### src/design/elal_pkg.sv
// shared constants, atan table and unit handshake types for the ellipse arc length block
// imported by elal_mul, elal_div, elal_cordic and ellipse_arc_length
`timescale 1ns / 1ps
package elal_pkg;

  localparam int MAX_SERIES_TERMS  = 64;
  localparam int CORDIC_ITERATIONS = 24;
  localparam int ATAN_LEN          = 48;
  localparam int ATAN_IW           = $clog2(ATAN_LEN);
  localparam int CITER_W           = $clog2(CORDIC_ITERATIONS);
  localparam int TERM_W            = $clog2(MAX_SERIES_TERMS + 1);
  localparam int DIV_W             = 64;
  localparam int DCNT_W            = $clog2(DIV_W);
  localparam int CW                = 50;  // cordic x/y width
  localparam int ZW                = 34;  // cordic angle width
  localparam int CFG_IDX_W         = 8;

  localparam logic [30:0] ONE_Q30      = 31'd1073741824;
  localparam logic [30:0] HALF_PI_Q30  = 31'd1686629713;
  localparam logic [30:0] TWO_PI_Q28   = 31'd1686629713;
  localparam logic [24:0] DEG_Q30      = 25'd18740330;
  localparam logic [29:0] INV_GAIN_Q30 = 30'd652032874;
  localparam logic [37:0] LEN_ONE      = 38'd65536;
  localparam logic [12:0] STEPS_RESET  = 13'd1000;
  localparam logic [15:0] TOL_RESET    = 16'd1;

  localparam logic [CFG_IDX_W-1:0] CFG_STEPS = 8'd0;
  localparam logic [CFG_IDX_W-1:0] CFG_TOL   = 8'd1;

  typedef struct packed {
    logic start;
    logic vec_mode;
  } cordic_ctrl_t;

  typedef struct packed {
    logic busy;
    logic done;
  } unit_stat_t;

  function automatic logic [29:0] atan_q30(input logic [ATAN_IW-1:0] idx);
    logic [29:0] v;
    case (idx)
      6'd0:  v = 30'd843314856;
      6'd1:  v = 30'd497837829;
      6'd2:  v = 30'd263043836;
      6'd3:  v = 30'd133525158;
      6'd4:  v = 30'd67021686;
      6'd5:  v = 30'd33543515;
      6'd6:  v = 30'd16775850;
      6'd7:  v = 30'd8388437;
      6'd8:  v = 30'd4194282;
      6'd9:  v = 30'd2097149;
      6'd10: v = 30'd1048575;
      6'd11: v = 30'd524287;
      6'd12: v = 30'd262143;
      6'd13: v = 30'd131071;
      6'd14: v = 30'd65535;
      6'd15: v = 30'd32767;
      6'd16: v = 30'd16383;
      6'd17: v = 30'd8191;
      6'd18: v = 30'd4095;
      6'd19: v = 30'd2047;
      6'd20: v = 30'd1023;
      6'd21: v = 30'd511;
      6'd22: v = 30'd255;
      6'd23: v = 30'd127;
      6'd24: v = 30'd63;
      6'd25: v = 30'd31;
      6'd26: v = 30'd15;
      6'd27: v = 30'd8;
      6'd28: v = 30'd4;
      6'd29: v = 30'd2;
      6'd30: v = 30'd1;
      default: v = 30'd0;
    endcase
    return v;
  endfunction

endpackage

### src/design/elal_mul.sv
// shared 32x32 unsigned multiplier with registered product
// imports elal_pkg but uses none of its items
`timescale 1ns / 1ps
module elal_mul (
  input  logic        clk_i,
  input  logic [31:0] a_i,
  input  logic [31:0] b_i,
  output logic [63:0] p_o
);
  import elal_pkg::*;

  logic [63:0] p_q;

  always_ff @(posedge clk_i) begin
    p_q <= 64'(a_i) * 64'(b_i);
  end

  assign p_o = p_q;

endmodule

### config.mk
export PLATFORM = sky130hd
export DESIGN_NAME = elal_mul
export DESIGN_NICKNAME = d
export VERILOG_FILES = /design/src/design/elal_pkg.sv /design/src/design/elal_mul.sv
export SDC_FILE = /design/constraint.sdc
export NUM_CORES = 2
export LEC_CHECK = 0
export BUFFER_PORTS_ARGS = -buffer_cell sky130_fd_sc_hd__buf_2
export CORE_MARGIN = 1
export CORE_UTILIZATION = 40
export DETAILED_ROUTE_END_ITERATION = 8
export PLACE_DENSITY = 0.56
export SKIP_CTS_REPAIR_TIMING = 1
export SLEW_MARGIN = 20
export SYNTH_ARGS = -nofsm -noshare
export SYNTH_HDL_FRONTEND = slang
export SYNTH_SLANG_ARGS = --single-unit
### constraint.sdc
create_clock -name clk_i -period 8.7 [get_ports clk_i]
set_input_delay 0.87 -clock clk_i [delete_from_list [all_inputs] [get_ports clk_i]]
set_output_delay 0.87 -clock clk_i [all_outputs]
set_load 0.005 [all_outputs]
==> results.json <==
{
  "status": "finished, final reports clean",
  "ys_ff_latch": 64,
  "cts-root-buf": "clkbuf_16",
  "worst-setup-path-type": "in2reg",
  "synth-xor-area-share_pct": 1.52,
  "holdCritPathClass": "in2reg",
  "syn_area_um2": 34700,
  "timing.final.crit_share_pct": 92.9,
  "synth-seq-area-share_pct": 3.69,
  "drive_gt1_share_pct": 6.25,
  "arrival_ns": 8.36,
  "crit_path_end_kind": "flop",
  "gp_congestion": 0.866,
  "routedWlPerCell_um": 19.6,
  "clock.fmax_mhz": 124,
  "routed_via_density": 4.98,
  "num_vias": 24400,
  "synth_top_family_by_area": "adder cells",
  "grt_antenna_before_repair": 6,
  "crit_required_ns": 8.98,
  "avgSynthCellArea_um2": 9.25,
  "ctsLongestPathBuffers": 2,
  "grt_util_all_layers_pct": 23.0,
  "die_area_um2": 87900,
  "worst_pin_slew_ns": 0.757,
  "synth_edf_count": 0,
  "cts_tree": "built",
  "crit_path_start_kind": "input port",
  "start_util_pct": 40.5,
  "syn-num-nets": 4972,
  "grt.overflow.total": 0,
  "rows": 107,
  "synth.distinct_cells": 57,
  "setup_tns_ns": 0,
  "synth-compound-area-share_pct": 4.15,
  "grt_pass1_vias": 26700,
  "dp_hpwl_um": 81400,
  "rsz0062_at_grt": "no",
  "cp_max_fo": 27,
  "grt_pass1_wl_um": 152000,
  "path_clk_slew_ns": 0.05,
  "h-tree-depth": 3,
  "route.detailed.drc": 0,
  "synthFlopType": "dfxtp_1",
  "finalCriticalPeriod_ns": 8.08,
  "numClockSinks": 64,
  "drv_cap": 0,
  "largest_register_ff_count": 64,
  "grt_max_degree": 33,
  "synthArstFlopShare_pct": 0,
  "finalHoldViolCount": 0,
  "antenna_left": 0,
  "routed_wl_um": 95700,
  "setup_viol": 0,
  "num_io_pins": 129,
  "startpoint": "b_i[7]",
  "cts_made_buffers": 9,
  "final_max_slew_viol_count": 0,
  "fill_cells": 8641,
  "yosys-mux-area-fraction_pct": 0.0289,
  "nets": 4964,
  "synth_fa_ha_area_share_pct": 61.2,
  "yosys.area_share.simple_pct": 17.6,
  "area_growth_pct": 6.08,
  "drt-initial-drc-count": 1066,
  "die_w_um": 296,
  "dr.pass1.iters": 5,
  "synth_cells": 3748,
  "min_from": "b_i[0]",
  "design.core.area_um2": 85500,
  "die-height_um": 296,
  "synth_warnings": 0,
  "port_buffers": 128,
  "slew-limit-headroom_pct": 49.5
}
-- worst max-delay path: stages --
cell and delay (ns):
buf_2 0.53, and2_1 0.24, fa_1 0.43, fa_1 0.49, fa_1 0.55, inv_1 0.06
fa_1 0.48, inv_1 0.06, fa_1 0.50, inv_1 0.06, fa_1 0.55, inv_1 0.06
fa_1 0.51, fa_1 0.45, ha_1 0.47, nand4_1 0.13, a2111o_1 0.30, a21o_1 0.19
a21oi_2 0.16, a31oi_1 0.21, o31ai_4 0.37, a21oi_2 0.16, a221oi_1 0.27, and4_1 0.21
-- area by class of cell --
class	instances	area (µm²)	area share, %
multi-input cells	2599	29300	79.7
inverters	865	3250	8.83
well taps	1144	1430	3.89
flip-flops and latches	64	1280	3.48
repair buffers	201	1200	3.27
clock buffers	9	225	0.612
clock inverters	7	71.3	0.194
diodes	5	12.5	0.0340
-- cell usage in the layout (no fill, tap or decap), drive strengths merged, types with 12 or more instances in the layout --
cell type,count
fa,896
inv,866
and2,602
nand2,480
ha,263
buf,201
a21oi,66
dfxtp,64
a21o,40
xnor2,35
o21ai,26
xor2,25
nand4,23
nor2,20
and3,14
a31oi,12
-- synthesized netlist by cell type (3+ instances only) --
library cell    n  area, µm²
or3_1           3       18.8
clkbuf_1      213        800
o31ai_4         3       63.8
ha_1          263       3290
a21oi_2         3       26.3
and2_1        602       3770
o21ai_1         5       25.0
xnor2_1        35        307
o21ai_0        21        105
or4_1           3       22.5
o21a_1          9       67.6
nand3_1        10       50.1
or2_2           3       18.8
fa_1          896      17900
a21oi_1        63        315
a31oi_1        12       75.1
nor3_1          7       35.0
buf_2           6       30.0
xor2_1         25        219
a221o_1         4       40.0
a221oi_4        3       78.8
nand2_1       480       1800
a211oi_1        3       22.5
nor2_1         20       75.1
o221ai_1        3       26.3
nand4_1        23        144
and3_1         14       87.6
a21o_1         40        300
inv_1         865       3250
dfxtp_1        64       1280
o21bai_1       10       75.1
a21boi_1        3       22.5
and4_1          3       26.3
-- per-stage QoR --
stage               cell area, µm²  cells  setup slack (ns)  hold WS (ns)  utilization [%]
finish                       36800   4894             0.621          1.21             43.0
floorplan                    34700   3748              1.08         0.997                -
CTS                          36800   4889             0.591          1.21             43.0
global route                 36800   4890             0.306          1.21             43.0
detailed placement           36500   4873             0.285          1.25             42.6
global placement             36500   4873             0.360          1.25             42.6
-- routing by layer --
| metal | vias up | track usage, % | part of all wire, % |
|---|---|---|---|
| met3 | 154 | 2.53 | 3.6 |
| met4 | 6 | 8.03 | 3.8 |
| li1 | 10800 | - | - |
| met5 | - | 0 | 0.043 |
| met2 | 574 | 42.3 | 54 |
| met1 | 12800 | 27.6 | 39 |
-- final timing paths --
| path | to | slack (ns) | cells past startpoint |
|---|---|---|---|
| max | p_o[63] | 0.62 | 24 |
| min | p_o[0] | 1.21 | 2 |
-- cell families after synthesis --
kind of cell             Yosys count
adder cells (fa/ha/maj)         1159
flip-flops                        64
AND/OR/NAND/NOR                 1177
multiplexers                       1
buffers and inverters           1085
AO/OA/AOI/OAI                    202
XOR/XNOR                          60
Power is not shown: default switching activity piles up to over one toggle a cycle in this logic, so the estimate is an artifact.
