### config.mk
export PLATFORM = sky130hd
export DESIGN_NAME = elal_cordic
export DESIGN_NICKNAME = d
export VERILOG_FILES = /design/src/design/elal_pkg.sv /design/src/design/elal_cordic.sv
export SDC_FILE = /design/constraint.sdc
export NUM_CORES = 1
export LEC_CHECK = 0
export BUFFER_PORTS_ARGS = -buffer_cell sky130_fd_sc_hd__buf_2
export CORE_ASPECT_RATIO = 2
export CORE_MARGIN = 1.5
export CORE_UTILIZATION = 25
export CTS_CLUSTER_SIZE = 40
export DETAILED_ROUTE_END_ITERATION = 10
export GPL_ROUTABILITY_DRIVEN = 0
export HOLD_SLACK_MARGIN = 0.03
export PLACE_DENSITY = 0.41
export SYNTH_ARGS = -nofsm -noshare
export SYNTH_HDL_FRONTEND = slang
export SYNTH_SLANG_ARGS = --single-unit
### constraint.sdc
create_clock -name clk_i -period 9.24 [get_ports clk_i]
set_clock_uncertainty 0.2 [all_clocks]
set_input_delay 0.924 -clock clk_i [delete_from_list [all_inputs] [get_ports clk_i]]
set_output_delay 0.924 -clock clk_i [all_outputs]
set_load 0.01 [all_outputs]
### src/design/elal_pkg.sv
// shared constants, atan table and unit handshake types for the ellipse arc length block
// imported by elal_mul, elal_div, elal_cordic and ellipse_arc_length
`timescale 1ns / 1ps
package elal_pkg;

  localparam int MAX_SERIES_TERMS  = 64;
  localparam int CORDIC_ITERATIONS = 24;
  localparam int ATAN_LEN          = 48;
  localparam int ATAN_IW           = $clog2(ATAN_LEN);
  localparam int CITER_W           = $clog2(CORDIC_ITERATIONS);
  localparam int TERM_W            = $clog2(MAX_SERIES_TERMS + 1);
  localparam int DIV_W             = 64;
  localparam int DCNT_W            = $clog2(DIV_W);
  localparam int CW                = 50;  // cordic x/y width
  localparam int ZW                = 34;  // cordic angle width
  localparam int CFG_IDX_W         = 8;

  localparam logic [30:0] ONE_Q30      = 31'd1073741824;
  localparam logic [30:0] HALF_PI_Q30  = 31'd1686629713;
  localparam logic [30:0] TWO_PI_Q28   = 31'd1686629713;
  localparam logic [24:0] DEG_Q30      = 25'd18740330;
  localparam logic [29:0] INV_GAIN_Q30 = 30'd652032874;
  localparam logic [37:0] LEN_ONE      = 38'd65536;
  localparam logic [12:0] STEPS_RESET  = 13'd1000;
  localparam logic [15:0] TOL_RESET    = 16'd1;

  localparam logic [CFG_IDX_W-1:0] CFG_STEPS = 8'd0;
  localparam logic [CFG_IDX_W-1:0] CFG_TOL   = 8'd1;

  typedef struct packed {
    logic start;
    logic vec_mode;
  } cordic_ctrl_t;

  typedef struct packed {
    logic busy;
    logic done;
  } unit_stat_t;

  function automatic logic [29:0] atan_q30(input logic [ATAN_IW-1:0] idx);
    logic [29:0] v;
    case (idx)
      6'd0:  v = 30'd843314856;
      6'd1:  v = 30'd497837829;
      6'd2:  v = 30'd263043836;
      6'd3:  v = 30'd133525158;
      6'd4:  v = 30'd67021686;
      6'd5:  v = 30'd33543515;
      6'd6:  v = 30'd16775850;
      6'd7:  v = 30'd8388437;
      6'd8:  v = 30'd4194282;
      6'd9:  v = 30'd2097149;
      6'd10: v = 30'd1048575;
      6'd11: v = 30'd524287;
      6'd12: v = 30'd262143;
      6'd13: v = 30'd131071;
      6'd14: v = 30'd65535;
      6'd15: v = 30'd32767;
      6'd16: v = 30'd16383;
      6'd17: v = 30'd8191;
      6'd18: v = 30'd4095;
      6'd19: v = 30'd2047;
      6'd20: v = 30'd1023;
      6'd21: v = 30'd511;
      6'd22: v = 30'd255;
      6'd23: v = 30'd127;
      6'd24: v = 30'd63;
      6'd25: v = 30'd31;
      6'd26: v = 30'd15;
      6'd27: v = 30'd8;
      6'd28: v = 30'd4;
      6'd29: v = 30'd2;
      6'd30: v = 30'd1;
      default: v = 30'd0;
    endcase
    return v;
  endfunction

endpackage

### src/design/elal_cordic.sv
// iterative cordic, rotation mode for sin/cos and vectoring mode for magnitude/atan
// depends on elal_pkg for the atan table, widths and control structs
`timescale 1ns / 1ps
module elal_cordic (
  input  logic                         clk_i,
  input  logic                         rst_ni,
  input  elal_pkg::cordic_ctrl_t       ctrl_i,
  input  logic signed [elal_pkg::CW-1:0] x0_i,
  input  logic signed [elal_pkg::CW-1:0] y0_i,
  input  logic signed [elal_pkg::ZW-1:0] z0_i,
  output elal_pkg::unit_stat_t         stat_o,
  output logic signed [elal_pkg::CW-1:0] x_o,
  output logic signed [elal_pkg::CW-1:0] y_o,
  output logic signed [elal_pkg::ZW-1:0] z_o
);
  import elal_pkg::*;

  logic               busy_q, done_q, vec_q;
  logic [CITER_W-1:0] cnt_q;
  logic signed [CW-1:0] x_q, y_q, dx, dy;
  logic signed [ZW-1:0] z_q, at;
  logic                 up;

  always_comb begin
    dx = y_q >>> cnt_q;
    dy = x_q >>> cnt_q;
    at = signed'({{(ZW-30){1'b0}}, atan_q30(ATAN_IW'(cnt_q))});
    // vectoring drives y toward zero, rotation drives z toward zero
    up = vec_q ? !y_q[CW-1] : z_q[ZW-1];
  end

  always_ff @(posedge clk_i or negedge rst_ni) begin
    if (!rst_ni) begin
      busy_q <= 1'b0;
      done_q <= 1'b0;
      vec_q  <= 1'b0;
      cnt_q  <= '0;
    end else if (ctrl_i.start) begin
      busy_q <= 1'b1;
      done_q <= 1'b0;
      vec_q  <= ctrl_i.vec_mode;
      cnt_q  <= '0;
    end else if (busy_q) begin
      cnt_q <= cnt_q + 1'b1;
      if (cnt_q == CITER_W'(CORDIC_ITERATIONS - 1)) begin
        busy_q <= 1'b0;
        done_q <= 1'b1;
      end
    end else begin
      done_q <= 1'b0;
    end
  end

  always_ff @(posedge clk_i) begin
    if (ctrl_i.start) begin
      x_q <= x0_i;
      y_q <= y0_i;
      z_q <= z0_i;
    end else if (busy_q) begin
      if (up) begin
        x_q <= x_q + dx;
        y_q <= y_q - dy;
        z_q <= z_q + at;
      end else begin
        x_q <= x_q - dx;
        y_q <= y_q + dy;
        z_q <= z_q - at;
      end
    end
  end

  assign stat_o.busy = busy_q;
  assign stat_o.done = done_q;
  assign x_o = x_q;
  assign y_o = y_q;
  assign z_o = z_q;

endmodule

==> impl_results.html <==
<table>
<tr><th>Metric</th><th>Value</th></tr>
<tr><th colspan="2">Yosys</th></tr>
<tr><td>Synthesized instance count</td><td>2790</td></tr>
<tr><td>Net count after synthesis</td><td>3074</td></tr>
<tr><td>Number of flops mapped to enable cells by yosys</td><td>134</td></tr>
<tr><td>Number of distinct library cells after synthesis</td><td>106</td></tr>
<tr><td>Mean post-synth cell area</td><td>8.57 µm²</td></tr>
<tr><td>Synthesized flop and latch total</td><td>142</td></tr>
<tr><td>Yosys Warn Count</td><td>0</td></tr>
<tr><td>Async SR Flop Fraction</td><td>~5.6%</td></tr>
<tr><td>Summed instance area of the synthesized netlist</td><td>23900 µm²</td></tr>
<tr><td>Sequential fraction of the synthesis area</td><td>between 10% and 20%</td></tr>
<tr><td>Ys flop type</td><td>edfxtp_1</td></tr>
<tr><th colspan="2">Flow run</th></tr>
<tr><td># Max-Cap Violations</td><td>1</td></tr>
<tr><th colspan="2">GRT</th></tr>
<tr><td>Antenna violations before repair</td><td>4</td></tr>
<tr><td>First-pass GRT wire length</td><td>178 mm</td></tr>
<tr><td>Total global routing overflow</td><td>0</td></tr>
<tr><td>GR Util All Layers</td><td>25.4%</td></tr>
<tr><td>Number of global-route vias before repair</td><td>24905</td></tr>
<tr><td>Largest net degree at the start of global routing</td><td>between 70 and 80</td></tr>
<tr><th colspan="2">Setup path</th></tr>
<tr><td>FF-to-FF Start</td><td>cnt_q[0]</td></tr>
<tr><td>Crit path required time</td><td>9320 ps</td></tr>
<tr><td>Worst flop-to-flop path endpoint</td><td>x_o[44]</td></tr>
<tr><td>Cell with the largest stage delay on the worst path</td><td>dfrtp_4</td></tr>
<tr><td>Crit path max fanout</td><td>71</td></tr>
<tr><td>Slowest stage delay, CP</td><td>990 ps</td></tr>
<tr><td>Cell-by-cell trace of the critical path</td><td>clkinv_2 &gt; buf_12 &gt; mux2_2 &gt; a32o_1 &gt; a211oi_1 &gt; buf_4 &gt; nand2_1 &gt; or3_1 &gt; nor3_1 &gt; buf_4 &gt; a41oi_1 &gt; xnor2_1 &gt; ha_1 &gt; and2_1 &gt; and3_1 &gt; a221o_1 &gt; or4b_2 &gt; o211ai_1 &gt; o311ai_0 &gt; nand3_1 &gt; nand2_1 &gt; a2111o_1 &gt; o221a_2</td></tr>
<tr><td>Crit path kind</td><td>reg -&gt; reg</td></tr>
<tr><td>Family of cells with the greatest summed delay on the critical path</td><td>compound AO/OA/AOI/OAI gates</td></tr>
<tr><td>Worst reg2reg setup slack</td><td>890 ps</td></tr>
<tr><td>Critical path buffer and inverter count</td><td>4</td></tr>
<tr><td>Worst-case reg-to-reg path depth</td><td>23</td></tr>
<tr><td>Critical Path Sink Type</td><td>register</td></tr>
<tr><td>Critical path arrival</td><td>8440 ps</td></tr>
<tr><td>Type of origin of the critical path</td><td>register</td></tr>
<tr><th colspan="2">Die</th></tr>
<tr><td>Width of the chip</td><td>222 µm</td></tr>
<tr><td>Num ports</td><td>between 200 and 300</td></tr>
<tr><td>Cell Rows</td><td>160</td></tr>
<tr><td>Die area</td><td>97600 µm²</td></tr>
<tr><td>Placeable core region</td><td>94900 µm²</td></tr>
<tr><td>Effective utilization at floorplan</td><td>25.2%</td></tr>
<tr><td>Die boundary height</td><td>440 µm</td></tr>
<tr><th colspan="2">Clock network</th></tr>
<tr><td>CTS tree</td><td>yes</td></tr>
<tr><td>TritonCTS Sinks</td><td>142</td></tr>
<tr><td>Clk pin slew, worst setup/hold paths</td><td>70 ps</td></tr>
<tr><td>Clk_lat worst skew</td><td>530 ps</td></tr>
<tr><td>Number of buffers added to fix hold violations after cts</td><td>1</td></tr>
<tr><td>Number of setup buffers added after CTS</td><td>0</td></tr>
<tr><td>Number of buffers created by CTS</td><td>17</td></tr>
<tr><td>Buffer depth of the longest clock path</td><td>2</td></tr>
<tr><td>Cells resized by post-CTS repair</td><td>0</td></tr>
<tr><td># H-tree levels</td><td>4</td></tr>
<tr><td>Clock root cell</td><td>clkbuf_16</td></tr>
<tr><th colspan="2">Drt</th></tr>
<tr><td>Count of nets left with antenna violations after detail routing</td><td>0</td></tr>
<tr><td>Initial DRC count</td><td>1936</td></tr>
<tr><td>Routed length per instance</td><td>29.9 µm</td></tr>
<tr><td>Via density per instance</td><td>5.85</td></tr>
<tr><td>DR vias</td><td>about 25000</td></tr>
<tr><td>Total DRC errors in the routed layout</td><td>0</td></tr>
<tr><td>Wirelength, routed</td><td>126 mm</td></tr>
<tr><td>Router iterations before antenna repair</td><td>6</td></tr>
<tr><th colspan="2">Placed design</th></tr>
<tr><td>Number of I/O port buffers</td><td>273</td></tr>
<tr><td>HPWL reported at the end of detailed placement</td><td>97.4 mm</td></tr>
<tr><th colspan="2">Timing</th></tr>
<tr><td>Final clock period utilization by the worst path</td><td>~90%</td></tr>
<tr><td>Final Max Tran Viols</td><td>3</td></tr>
<tr><td>Actual transition at the worst max-transition pin</td><td>1520 ps</td></tr>
<tr><td>Tightest slew margin relative to the limit</td><td>-1.72%</td></tr>
<tr><td>Total negative slack</td><td>0 ps</td></tr>
<tr><td>Setup repair after global routing missed its margin</td><td>no</td></tr>
<tr><td>Achievable Freq</td><td>120 MHz</td></tr>
<tr><td>Final setup violation count</td><td>0</td></tr>
<tr><td>Post-layout minimum cycle time</td><td>8350 ps</td></tr>
<tr><td>Number of endpoints with negative hold slack in the final report</td><td>0</td></tr>
<tr><th colspan="2">Hold path</th></tr>
<tr><td>Destination of the worst hold path</td><td>done_q</td></tr>
<tr><td>Path category of the worst min-delay check</td><td>reg -&gt; reg</td></tr>
<tr><td>Hold_sp</td><td>done_q</td></tr>
<tr><td>Worst Hold Depth</td><td>2</td></tr>
<tr><th colspan="2">Finish</th></tr>
<tr><td>Layout cells sized above 1</td><td>21.6%</td></tr>
<tr><td>Layout net count</td><td>3265</td></tr>
<tr><td>Synth-to-Final Area Change</td><td>13.7%</td></tr>
<tr><th colspan="2">Status</th></tr>
<tr><td>Violated checks</td><td>max-capacitance violations, max-slew violations</td></tr>
<tr><td>Result of the run</td><td>finished, violations left</td></tr>
</table>
## cell families after synthesis
logic type                 share of synthesized area [%]
AOI/OAI and AO/OA                                   24.4
and+or+nand+nor                                     17.2
muxes                                               19.9
buffers and inverters                               4.98
xor gates and xnor gates                            8.06
adders and majority gates                           7.74
DFF                                                 17.7
## cells in the final DEF (no fill, tap or decap), types with 21 or more instances in the layout
cell type and instances:
buf_2 272, o31ai_1 31, xor2_1 95, o21ai_0 223
and3_1 29, inv_1 49, ha_1 143, and2_1 27
a211oi_1 37, or3_1 21, mux2_2 79, a22oi_1 29
o22ai_1 30, a31oi_1 21, nor3_1 52, xnor2_1 125
mux4_2 108, nand2_1 311, edfxtp_1 134, nand3_1 49
nor2b_1 30, a21o_1 81, buf_4 82, nand2b_1 36
a21oi_1 191, mux2i_1 125, o21a_1 26, nor2_1 167
## per-layer routing
layer	GRT usage [%]	vias up	share of wire [%]
met4	20.4	4	8.6
met1	24.8	12112	34
met5	0	-	0.020
met2	46.3	1070	51
li1	-	11099	-
met3	5.21	361	6.1
## worst min-delay path, delay by kind of cell (launching register included)
kind               cells  cell delay (ps)
and+or+nand+nor        1              160
AOI/OAI and AO/OA      1               50
DFF                    1              350
## area by class of cell
class / count / area [µm²]
antenna: 3 / 7.51
clock buffer: 18 / 429
clock inverter: 14 / 166
fill: 10367 / 67700
inverter: 53 / 200
multi-input combinational: 2407 / 18500
sequential: 142 / 4240
tap: 1215 / 1520
timing repair buffer: 360 / 2080
## worst max-delay path by stage
stage,start,end,slack (ps),cells past startpoint
2_1_floorplan,cnt_q[1],x_o[44],2420,26
3_3_place_gp,cnt_q[2],x_o[44],1230,20
3_5_place_dp,cnt_q[2],x_o[44],1190,20
4_1_cts,cnt_q[2],x_o[44],1170,20
5_1_grt,cnt_q[1],y_o[46],500,22
6_report,cnt_q[0],x_o[44],890,23
## synthesized netlist by cell type (all sizes together) (9+ instances only)
library cell | count | area [µm²]
mux2 | 84 | 965
inv | 52 | 195
a22o | 13 | 114
xnor2 | 125 | 1090
nand3 | 49 | 245
and3 | 29 | 181
nor2b | 30 | 188
a21oi | 191 | 956
or4 | 11 | 82.6
a22oi | 30 | 230
mux2i | 126 | 1260
a21o | 81 | 608
a211oi | 40 | 318
nor2 | 169 | 637
nand4 | 21 | 144
or2 | 19 | 119
nor3 | 54 | 280
nor3b | 9 | 67.6
or3 | 21 | 131
o41ai | 9 | 93.8
nor4 | 21 | 180
nand2 | 311 | 1170
ha | 143 | 1790
edfxtp | 134 | 4020
o221ai | 15 | 131
nand2b | 36 | 225
o22ai | 31 | 200
a221o | 10 | 100
o21bai | 12 | 90.1
xor2 | 95 | 832
o211a | 9 | 90.1
mux4 | 112 | 2540
o31ai | 31 | 233
and4 | 10 | 87.6
o211ai | 20 | 150
buf | 97 | 649
a221oi | 17 | 161
and2 | 27 | 169
clkbuf | 91 | 342
o21a | 26 | 195
a31oi | 21 | 131
o21ai | 226 | 1130
## through the flow
step	hold slack, ps	area [µm²]	utilization [%]	cells	worst slack, ps
after global placement	381	26500	28.0	4176	1230
after detailed placement	389	26500	28.0	4176	1190
after global routing	450	27200	28.6	4209	505
final	410	27200	28.6	4212	887
after floorplan	335	23900	-	2790	2420
after CTS	408	27200	28.6	4209	1170
## flip-flops by register name, indices dropped and copies added (netlist names)
| signal | count |
|---|---|
| z_o | 34 |
| busy_q | 1 |
| y_o | 50 |
| done_q | 1 |
| vec_q | 1 |
| x_o | 50 |
| cnt_q | 5 |
Power is left out: the tool's default activity adds up to more than one toggle a clock period on the data nets, which glitch-free logic cannot reach.
