===== config.mk =====
export PLATFORM = sky130hd
export DESIGN_NAME = elal_div
export DESIGN_NICKNAME = d
export VERILOG_FILES = /design/src/design/elal_pkg.sv /design/src/design/elal_div.sv
export SDC_FILE = /design/constraint.sdc
export NUM_CORES = 1
export LEC_CHECK = 0
export BUFFER_PORTS_ARGS = -buffer_cell sky130_fd_sc_hd__buf_4
export CAP_MARGIN = 20
export CORE_ASPECT_RATIO = 0.5
export CORE_MARGIN = 2
export CORE_UTILIZATION = 50
export CTS_BUF_LIST = sky130_fd_sc_hd__clkbuf_16
export CTS_CLUSTER_DIAMETER = 120
export CTS_CLUSTER_SIZE = 20
export DETAILED_ROUTE_END_ITERATION = 16
export PLACE_DENSITY = 0.75
export SYNTH_ARGS = -nofsm -noshare
export SYNTH_HDL_FRONTEND = slang
export SYNTH_SLANG_ARGS = --single-unit

===== constraint.sdc =====
create_clock -name clk_i -period 4.4 [get_ports clk_i]
set_clock_uncertainty 0.2 [all_clocks]
set_input_delay 0.66 -clock clk_i [delete_from_list [all_inputs] [get_ports clk_i]]
set_output_delay 0.66 -clock clk_i [all_outputs]
set_load 0.03 [all_outputs]

===== src/design/elal_pkg.sv =====
// shared constants, atan table and unit handshake types for the ellipse arc length block
// imported by elal_mul, elal_div, elal_cordic and ellipse_arc_length
`timescale 1ns / 1ps
package elal_pkg;

  localparam int MAX_SERIES_TERMS  = 64;
  localparam int CORDIC_ITERATIONS = 24;
  localparam int ATAN_LEN          = 48;
  localparam int ATAN_IW           = $clog2(ATAN_LEN);
  localparam int CITER_W           = $clog2(CORDIC_ITERATIONS);
  localparam int TERM_W            = $clog2(MAX_SERIES_TERMS + 1);
  localparam int DIV_W             = 64;
  localparam int DCNT_W            = $clog2(DIV_W);
  localparam int CW                = 50;  // cordic x/y width
  localparam int ZW                = 34;  // cordic angle width
  localparam int CFG_IDX_W         = 8;

  localparam logic [30:0] ONE_Q30      = 31'd1073741824;
  localparam logic [30:0] HALF_PI_Q30  = 31'd1686629713;
  localparam logic [30:0] TWO_PI_Q28   = 31'd1686629713;
  localparam logic [24:0] DEG_Q30      = 25'd18740330;
  localparam logic [29:0] INV_GAIN_Q30 = 30'd652032874;
  localparam logic [37:0] LEN_ONE      = 38'd65536;
  localparam logic [12:0] STEPS_RESET  = 13'd1000;
  localparam logic [15:0] TOL_RESET    = 16'd1;

  localparam logic [CFG_IDX_W-1:0] CFG_STEPS = 8'd0;
  localparam logic [CFG_IDX_W-1:0] CFG_TOL   = 8'd1;

  typedef struct packed {
    logic start;
    logic vec_mode;
  } cordic_ctrl_t;

  typedef struct packed {
    logic busy;
    logic done;
  } unit_stat_t;

  function automatic logic [29:0] atan_q30(input logic [ATAN_IW-1:0] idx);
    logic [29:0] v;
    case (idx)
      6'd0:  v = 30'd843314856;
      6'd1:  v = 30'd497837829;
      6'd2:  v = 30'd263043836;
      6'd3:  v = 30'd133525158;
      6'd4:  v = 30'd67021686;
      6'd5:  v = 30'd33543515;
      6'd6:  v = 30'd16775850;
      6'd7:  v = 30'd8388437;
      6'd8:  v = 30'd4194282;
      6'd9:  v = 30'd2097149;
      6'd10: v = 30'd1048575;
      6'd11: v = 30'd524287;
      6'd12: v = 30'd262143;
      6'd13: v = 30'd131071;
      6'd14: v = 30'd65535;
      6'd15: v = 30'd32767;
      6'd16: v = 30'd16383;
      6'd17: v = 30'd8191;
      6'd18: v = 30'd4095;
      6'd19: v = 30'd2047;
      6'd20: v = 30'd1023;
      6'd21: v = 30'd511;
      6'd22: v = 30'd255;
      6'd23: v = 30'd127;
      6'd24: v = 30'd63;
      6'd25: v = 30'd31;
      6'd26: v = 30'd15;
      6'd27: v = 30'd8;
      6'd28: v = 30'd4;
      6'd29: v = 30'd2;
      6'd30: v = 30'd1;
      default: v = 30'd0;
    endcase
    return v;
  endfunction

endpackage


===== src/design/elal_div.sv =====
// shared restoring divider, 64-bit dividend by 32-bit divisor, one quotient bit a cycle
// depends on elal_pkg for widths and the status struct
`timescale 1ns / 1ps
module elal_div (
  input  logic                    clk_i,
  input  logic                    rst_ni,
  input  logic                    start_i,
  input  logic [63:0]             dividend_i,
  input  logic [31:0]             divisor_i,
  output elal_pkg::unit_stat_t    stat_o,
  output logic [63:0]             quot_o
);
  import elal_pkg::*;

  logic              busy_q, done_q;
  logic [DCNT_W-1:0] cnt_q;
  logic [63:0]       quo_q;
  logic [31:0]       rem_q, dvs_q;
  logic [32:0]       trial, diff;
  logic              ge;

  always_comb begin
    trial = {rem_q, quo_q[63]};
    diff  = trial - {1'b0, dvs_q};
    ge    = trial >= {1'b0, dvs_q};
  end

  always_ff @(posedge clk_i or negedge rst_ni) begin
    if (!rst_ni) begin
      busy_q <= 1'b0;
      done_q <= 1'b0;
      cnt_q  <= '0;
    end else if (start_i) begin
      busy_q <= 1'b1;
      done_q <= 1'b0;
      cnt_q  <= '0;
    end else if (busy_q) begin
      cnt_q <= cnt_q + 1'b1;
      if (cnt_q == DCNT_W'(DIV_W - 1)) begin
        busy_q <= 1'b0;
        done_q <= 1'b1;
      end
    end else begin
      done_q <= 1'b0;
    end
  end

  always_ff @(posedge clk_i) begin
    if (start_i) begin
      quo_q <= dividend_i;
      rem_q <= '0;
      dvs_q <= divisor_i;
    end else if (busy_q) begin
      quo_q <= {quo_q[62:0], ge};
      rem_q <= ge ? diff[31:0] : trial[31:0];
    end
  end

  assign stat_o.busy = busy_q;
  assign stat_o.done = done_q;
  assign quot_o      = quo_q;

endmodule


==> results of run 1 <==
## routing by layer
| metal | vias to the layer above | share of wire [%] |
|---|---|---|
| met2 | 184 | 47 |
| met3 | 27 | 7.3 |
| met5 | - | 0 |
| met1 | 2626 | 44 |
| met4 | 0 | 1.5 |
| li1 | 2687 | - |
## worst max-delay path, delay by kind of cell (launching register included)
kind                     cells  cell delay, ns
flip-flops                   1            0.41
XOR/XNOR                     1            0.11
buffers and inverters        2            0.14
adder cells (fa/ha/maj)      2            0.56
AO/OA/AOI/OAI                8            2.01
## per-stage QoR
stage               area [um^2]  cells  utilization [%]  total power [mW]
floorplan                  7310    646                -              1.86
global placement           8690    980             60.4              2.08
detailed placement         8690    980             60.4              2.09
CTS                        9250   1013             64.3              3.45
global route               9250   1013             64.3              3.56
finish                     9250   1013             64.3              3.43
## state kept, by name, summed over array words and instances, names as in the netlist
register,flops
rem_q,32
busy_q,1
done_q,1
cnt_q,6
dvs_q,32
quot_o,64
## area by class of cell
type	instances	area, um^2	area share (%)
Timing Repair Buffer	171	1300	14.0
Clock inverter	15	130	1.41
Sequential cell	136	3720	40.3
Inverter	46	178	1.92
Multi-Input combinational cell	430	3250	35.1
Clock buffer	17	425	4.60
Tap cell	198	248	2.68
## where the power goes
part	internal, mW	switching [mW]
clock	0.743	0.621
combinational	0.246	0.299
sequential	1.48	0.0459
total	2.46	0.966
## worst paths after layout
| kind | start | depth (start not counted) | to |
|---|---|---|---|
| max in group asynchronous | rst_ni | 2 | busy_q |
| min in group asynchronous | rst_ni | 2 | cnt_q[4] |
| setup / recovery | quot_o[63] | 13 | rem_q[30] |
| hold reg to reg | rem_q[31] | 2 | rem_q[31] |
| hold / removal | divisor_i[27] | 1 | dvs_q[27] |
| setup reg to reg | quot_o[63] | 13 | rem_q[30] |
## cells by family (layout without fill, tap and decap cells)
| group | count (synthesis) | in the layout |
|---|---|---|
| AO/OA/AOI/OAI | 133 | 133 |
| buffers and inverters | 80 | 249 |
| multiplexers | 71 | 71 |
| adder cells (fa/ha/maj) | 34 | 34 |
| AND/OR/NAND/NOR | 162 | 162 |
| XOR/XNOR | 30 | 30 |
| flip-flops | 136 | 136 |
## repair_timing
| item | in CTS | in global routing |
|---|---|---|
| endpoints found under the setup margin | 0 | 0 |
| endpoints found under the hold margin | 8 | 0 |
| hold buffers | 1 | 0 |
## layout by cell type (no fill, tap or decap), types with 18 or more instances in the layout
cell type	n
inv_1	45
nor2_1	43
edfxtp_1	96
a21oi_1	30
buf_4	169
a21o_1	18
dfxtp_1	32
o21ai_0	20
ha_1	33
mux2_2	64
nand2_1	65
==> results.ini, run 1 <==
[job]
cap_violations=0

[yosys]
yosys.area_share.simple_pct=10.1
muxShareOfSynthArea_pct=10.8
ys.flop_type=edfxtp_1
synth-edff-count=96
syn-num-nets=779
synth_top_area_share_pct=39.4
yosysMostFrequentCell=edfxtp_1
syn_area_um2=7310
postSynthCellCount=646
ys_seq_area_share_pct=50.9
synth-compound-area-share_pct=13.9
avgSynthCellArea_um2=11.3
postSynth.asyncResetShare_pct=5.88
yosysUniqueCellTypes=63
synth_top_family_by_area=compound AO/OA/AOI/OAI gates
synthXorXnorAreaFrac_pct=3.59
synth_area_leaders=edfxtp_1 39%, mux2_2 9.9%, dfxtp_1 8.8%
synthAdderAreaFrac_pct=5.92
synthTopCellsByCount=96 x edfxtp_1, 65 x nand2_1, 64 x mux2_2
ys_warn_count=0
yosysTopAreaCell=edfxtp_1
synth-seq-cells=136

[layout]
nFillCells=1172
final_layout_size_suffix_gt1_share_pct=35.8
n_antenna_cell=0
nets=935
syn2layout_area_growth_pct=26.5

[cts]
cts-htree-levels=4
cts_resized=0
clk-insertion-delay-late_ns=0.42
cts_tree=yes
ctsRootBufferMaster=clkbuf_16
clock_path_buffers=2
postCtsSetupRepairBufs=0
cts_sinks=136
cts_made_buffers=17
clk_pin_slew_ns=0.07

[global_route]
grt.met1_usage_pct=27.6
antenna_found_initial=0
grt_pass1_wl_mm=26.8
grt.total_usage_pct=21.9
use_met2_pct=37.0
grt_pass1_vias=5462
grt.busiest_layer=met2
grt_max_degree=66
grt-ovfl-total=0
grtUsageMet3_pct=6.29

[placed_design]
dpl_worst_slack_ns=0.956
port_buffers=164
dp_hpwl_mm=12.1
gp_congestion=0.914

[floorplan]
die_x_um=175
die_height_um=89.5
floorplan.initialDensity_pct=50.8
pin_count=165
die-area_um2=15700
core_um2=14400
placementRows=31

[timing]
period_minus_slack_ns=3.51
setup_viol=0
fin_setup_tns_ns=0
timing.fmax_mhz=285
relSlewSlack_pct=46.2
tightest_slew_ns=0.787
fin_ws_ns=0.889
final_hold_viol_count=0
hold_ws_ns=0.216
report.final.slew_viol_count=0
rsz0062_at_grt=no
fin_crit_sh_pct=79.8

[critical_path]
cpMaxStageDelayCell=edfxtp_1
crit_type=flip-flop to flip-flop
worstPathCellList=inv_1 -> ha_1 -> inv_1 -> fa_1 -> a21o_1 -> a221o_1 -> a31oi_1 -> o21ai_0 -> a31oi_1 -> o21bai_1 -> a211oi_1 -> xor2_1 -> a311oi_1
worst_setup_path_end_kind=flip-flop
required_ns=4.53
r2r_slack_ns=0.89
start_kind=flip-flop
cp.arrival_ns=3.64
max_stage_delay_ns=0.41
crit_fanout=4

[drt]
drc=0
drt_iter0_markers=342
routedWlPerCell_um=16.7
dr.pass1.iters=5
finalWirelength_mm=16.9
post_drt_via_cell_ratio=5.45
vias=5524
postRouteAntennaNets=0

[power]
peakVddDrop_mv=0.274
p_per_area_nw_per_um2=371
p_leak_nw=4.04

[run_status]
status=finished, final reports clean

[min_path]
worstHoldPathType=input port to flip-flop

(Power assumes the default switching activity.)
==> run 2, diff against run 1 <==
Settings changed: CORE_UTILIZATION 50 to 49, PLACE_DENSITY 0.75 to 0.76.
Clock period 4.4 ns to 3.15 ns, I/O delays scaled along.
==> results.ini, run 2 (synthesized netlist as in run 1, its figures left out) <==
[drt]
drt_iter0_markers=344  ; was 342
finalWirelength_mm=18.0  ; was 16.9 mm
vias=5639  ; was 5524
drc=0  ; unchanged
dr.pass1.iters=5  ; unchanged
post_drt_via_cell_ratio=5.36  ; was 5.45
postRouteAntennaNets=0  ; unchanged
routedWlPerCell_um=17.1  ; was 16.7 um

[cts]
clk-insertion-delay-late_ns=0.43  ; was 0.42 ns
cts_sinks=136  ; unchanged
cts-htree-levels=4  ; unchanged
clock_path_buffers=2  ; unchanged
cts_tree=yes  ; unchanged
clk_pin_slew_ns=0.07  ; about the same
cts_made_buffers=17  ; unchanged
ctsRootBufferMaster=clkbuf_16  ; unchanged

[critical_path]
required_ns=3.28  ; was 4.53 ns
startpoint=quot_o[63]  ; unchanged
r2r_end=rem_q[16]  ; was rem_q[30]
crit_type=flip-flop to flip-flop  ; unchanged
start_kind=flip-flop  ; unchanged
crit_fanout=3  ; was 4
cp.arrival_ns=3.30  ; was 3.64 ns
worst_r2r_path_depth=13  ; unchanged
rr_startpoint=quot_o[63]  ; unchanged
worst_setup_path_end_kind=flip-flop  ; unchanged
r2r_slack_ns=-0.02  ; was 0.89 ns

[layout]
multi_input_area_um2=3360  ; was 3250 um^2
syn2layout_area_growth_pct=32.7  ; was 26.5%
largest_register_ffs=64  ; unchanged
nets=975  ; was 935
nFillCells=1132  ; was 1172
regArea_um2=3720  ; unchanged
layout_common_cells=206 x buf_4, 96 x edfxtp_1, 65 x nand2_1  ; was 169 x buf_4, 96 x edfxtp_1, 65 x nand2_1
final_cells=1053  ; was 1013
final_layout_size_suffix_gt1_share_pct=40.7  ; was 35.8%
final_common_cell=buf_4  ; unchanged
n_antenna_cell=0  ; unchanged

[global_route]
grt_pass1_vias=5756  ; was 5462
grtUsageMet3_pct=7.83  ; was 6.29%
grt.busiest_layer=met2  ; unchanged
use_met2_pct=36.0  ; was 37.0%
grt.met1_usage_pct=28.9  ; was 27.6%
grt_max_degree=64  ; was 66
antenna_found_initial=0  ; unchanged
grt_pass1_wl_mm=28.3  ; was 26.8 mm
grt-ovfl-total=0  ; unchanged
grt.total_usage_pct=22.6  ; was 21.9%

[min_path]
whs_endpoint=dvs_q[28]  ; was dvs_q[27]
min_path_cells=1  ; unchanged
min_from=divisor_i[28]  ; was divisor_i[27]
worstHoldPathType=input port to flip-flop  ; unchanged

[power]
p_comb_share_pct=16.4  ; was 15.9%
p_switching_mw=1.30  ; was 966 uW
p_sw_share_pct=26.5  ; was 28.2%
clockPowerShare_pct=40.3  ; was 39.8%
p_int_mw=3.60  ; was 2.46 mW
p_seq_share_pct=43.4  ; was 44.4%
p_leak_nw=4.26  ; was 4.04 nW
peakVddDrop_mv=0.372  ; was 0.274 mV
p_per_area_nw_per_um2=505  ; was 371 nW/um^2

[timing]
rsz0062_at_grt=yes  ; was no
setup_viol=1  ; was 0
final_hold_viol_count=0  ; unchanged
fin_setup_tns_ns=-0.0174  ; was 0 ns
report.final.slew_viol_count=0  ; unchanged
period_minus_slack_ns=3.17  ; was 3.51 ns
fin_crit_sh_pct=101  ; was 79.8%
timing.fmax_mhz=316  ; was 285 MHz
relSlewSlack_pct=44.1  ; was 46.2%
fin_ws_ns=-0.0174  ; was 0.889 ns
tightest_slew_ns=0.836  ; was 0.787 ns

[placed_design]
gp_congestion=0.869  ; was 0.914
dp_cells=1015  ; was 980
port_buffers=164  ; unchanged
dp_hpwl_mm=12.8  ; was 12.1 mm

[floorplan]
core_um2=14500  ; was 14400 um^2
pin_count=165  ; unchanged
floorplan.initialDensity_pct=50.4  ; was 50.8%
die_height_um=90.4  ; was 89.5 um
placementRows=31  ; unchanged
die-area_um2=16000  ; was 15700 um^2
die_x_um=177  ; was 175 um

[run_status]
status=complete, but fails checks  ; was finished, final reports clean
failed_checks=setup timing

[job]
cap_violations=0  ; unchanged

[run 2: changes by cell type in the layout (fill, tap and decap cells not counted), moves of 3 or more]
cell	change
buf_4	+37
a21oi_1	-4
a21oi_2	+4
ha_1	-3
ha_2	+3
o21bai_1	-3
[run 2: cell type report]
cell class,count,area share [%]
well taps,198,2.55
repair buffers,211,16.7
clock buffers,17,4.38
inverters,46,1.86
multi-input cells,430,34.6
flip-flops and latches,136,38.4
clock inverters,15,1.56
[run 2: how the worst max path moves through the flow]
stage,cells after the start,slack [ns],endpoint
4_1_cts,14,-0.04,rem_q[24]
3_5_place_dp,13,-0.12,rem_q[16]
2_1_floorplan,13,-0.08,rem_q[16]
3_3_place_gp,13,-0.004,rem_q[16]
5_1_grt,13,-0.13,rem_q[16]
6_report,13,-0.02,rem_q[16]
[run 2: critical path: stages, from the launching register on]
cell and delay, ns:
edfxtp_1 0.39, inv_1 0.07, ha_2 0.18, inv_2 0.04
fa_2 0.33, a21o_1 0.17, a221o_1 0.36, and3_4 0.20
o41ai_4 0.36, o221ai_2 0.18, a21oi_2 0.18, xnor2_1 0.12
nand2_1 0.08, a311oi_2 0.22
[run 2: per-stage QoR]
step	instance area (um^2)	power [mW]	hold slack [ns]	utilization, %	setup WS (ns)
2_1_floorplan	7320	2.61	-0.0231	-	-0.0784
4_1_cts	9600	4.94	0.000550	66.2	-0.0435
3_3_place_gp	8970	2.94	0.0964	61.8	-0.00370
5_1_grt	9710	5.07	0.00391	66.9	-0.133
3_5_place_dp	8970	2.95	0.0956	61.8	-0.115
6_report	9710	4.90	0.0208	66.9	-0.0174
[run 2: layer usage]
metal / wire length [um] / share of wire (%)
met3: 1270 / 7.0
met5: 0 / 0
met4: 276 / 1.5
met1: 7910 / 44
met2: 8550 / 47
[run 2: timing repair]
| item | 4_1_cts | 5_1_grt |
|---|---|---|
| pin swaps | 6 | 16 |
| resized for setup | 4 | 21 |
| hold endpoints to repair | 10 | 0 |
| endpoints found under the setup margin | 22 | 31 |
| hold buffers | 3 | 0 |
| buffers inserted | 1 | 2 |
[run 2: power by group through the flow]
stage | Clock (mW) | Sequential [mW] | Combinational (mW)
global placement | 0 | 2.16 | 0.779
CTS | 2.02 | 2.13 | 0.799
global route | 2.07 | 2.14 | 0.855
floorplan | 0 | 2.33 | 0.273
detailed placement | 0 | 2.16 | 0.790
finish | 1.97 | 2.13 | 0.802
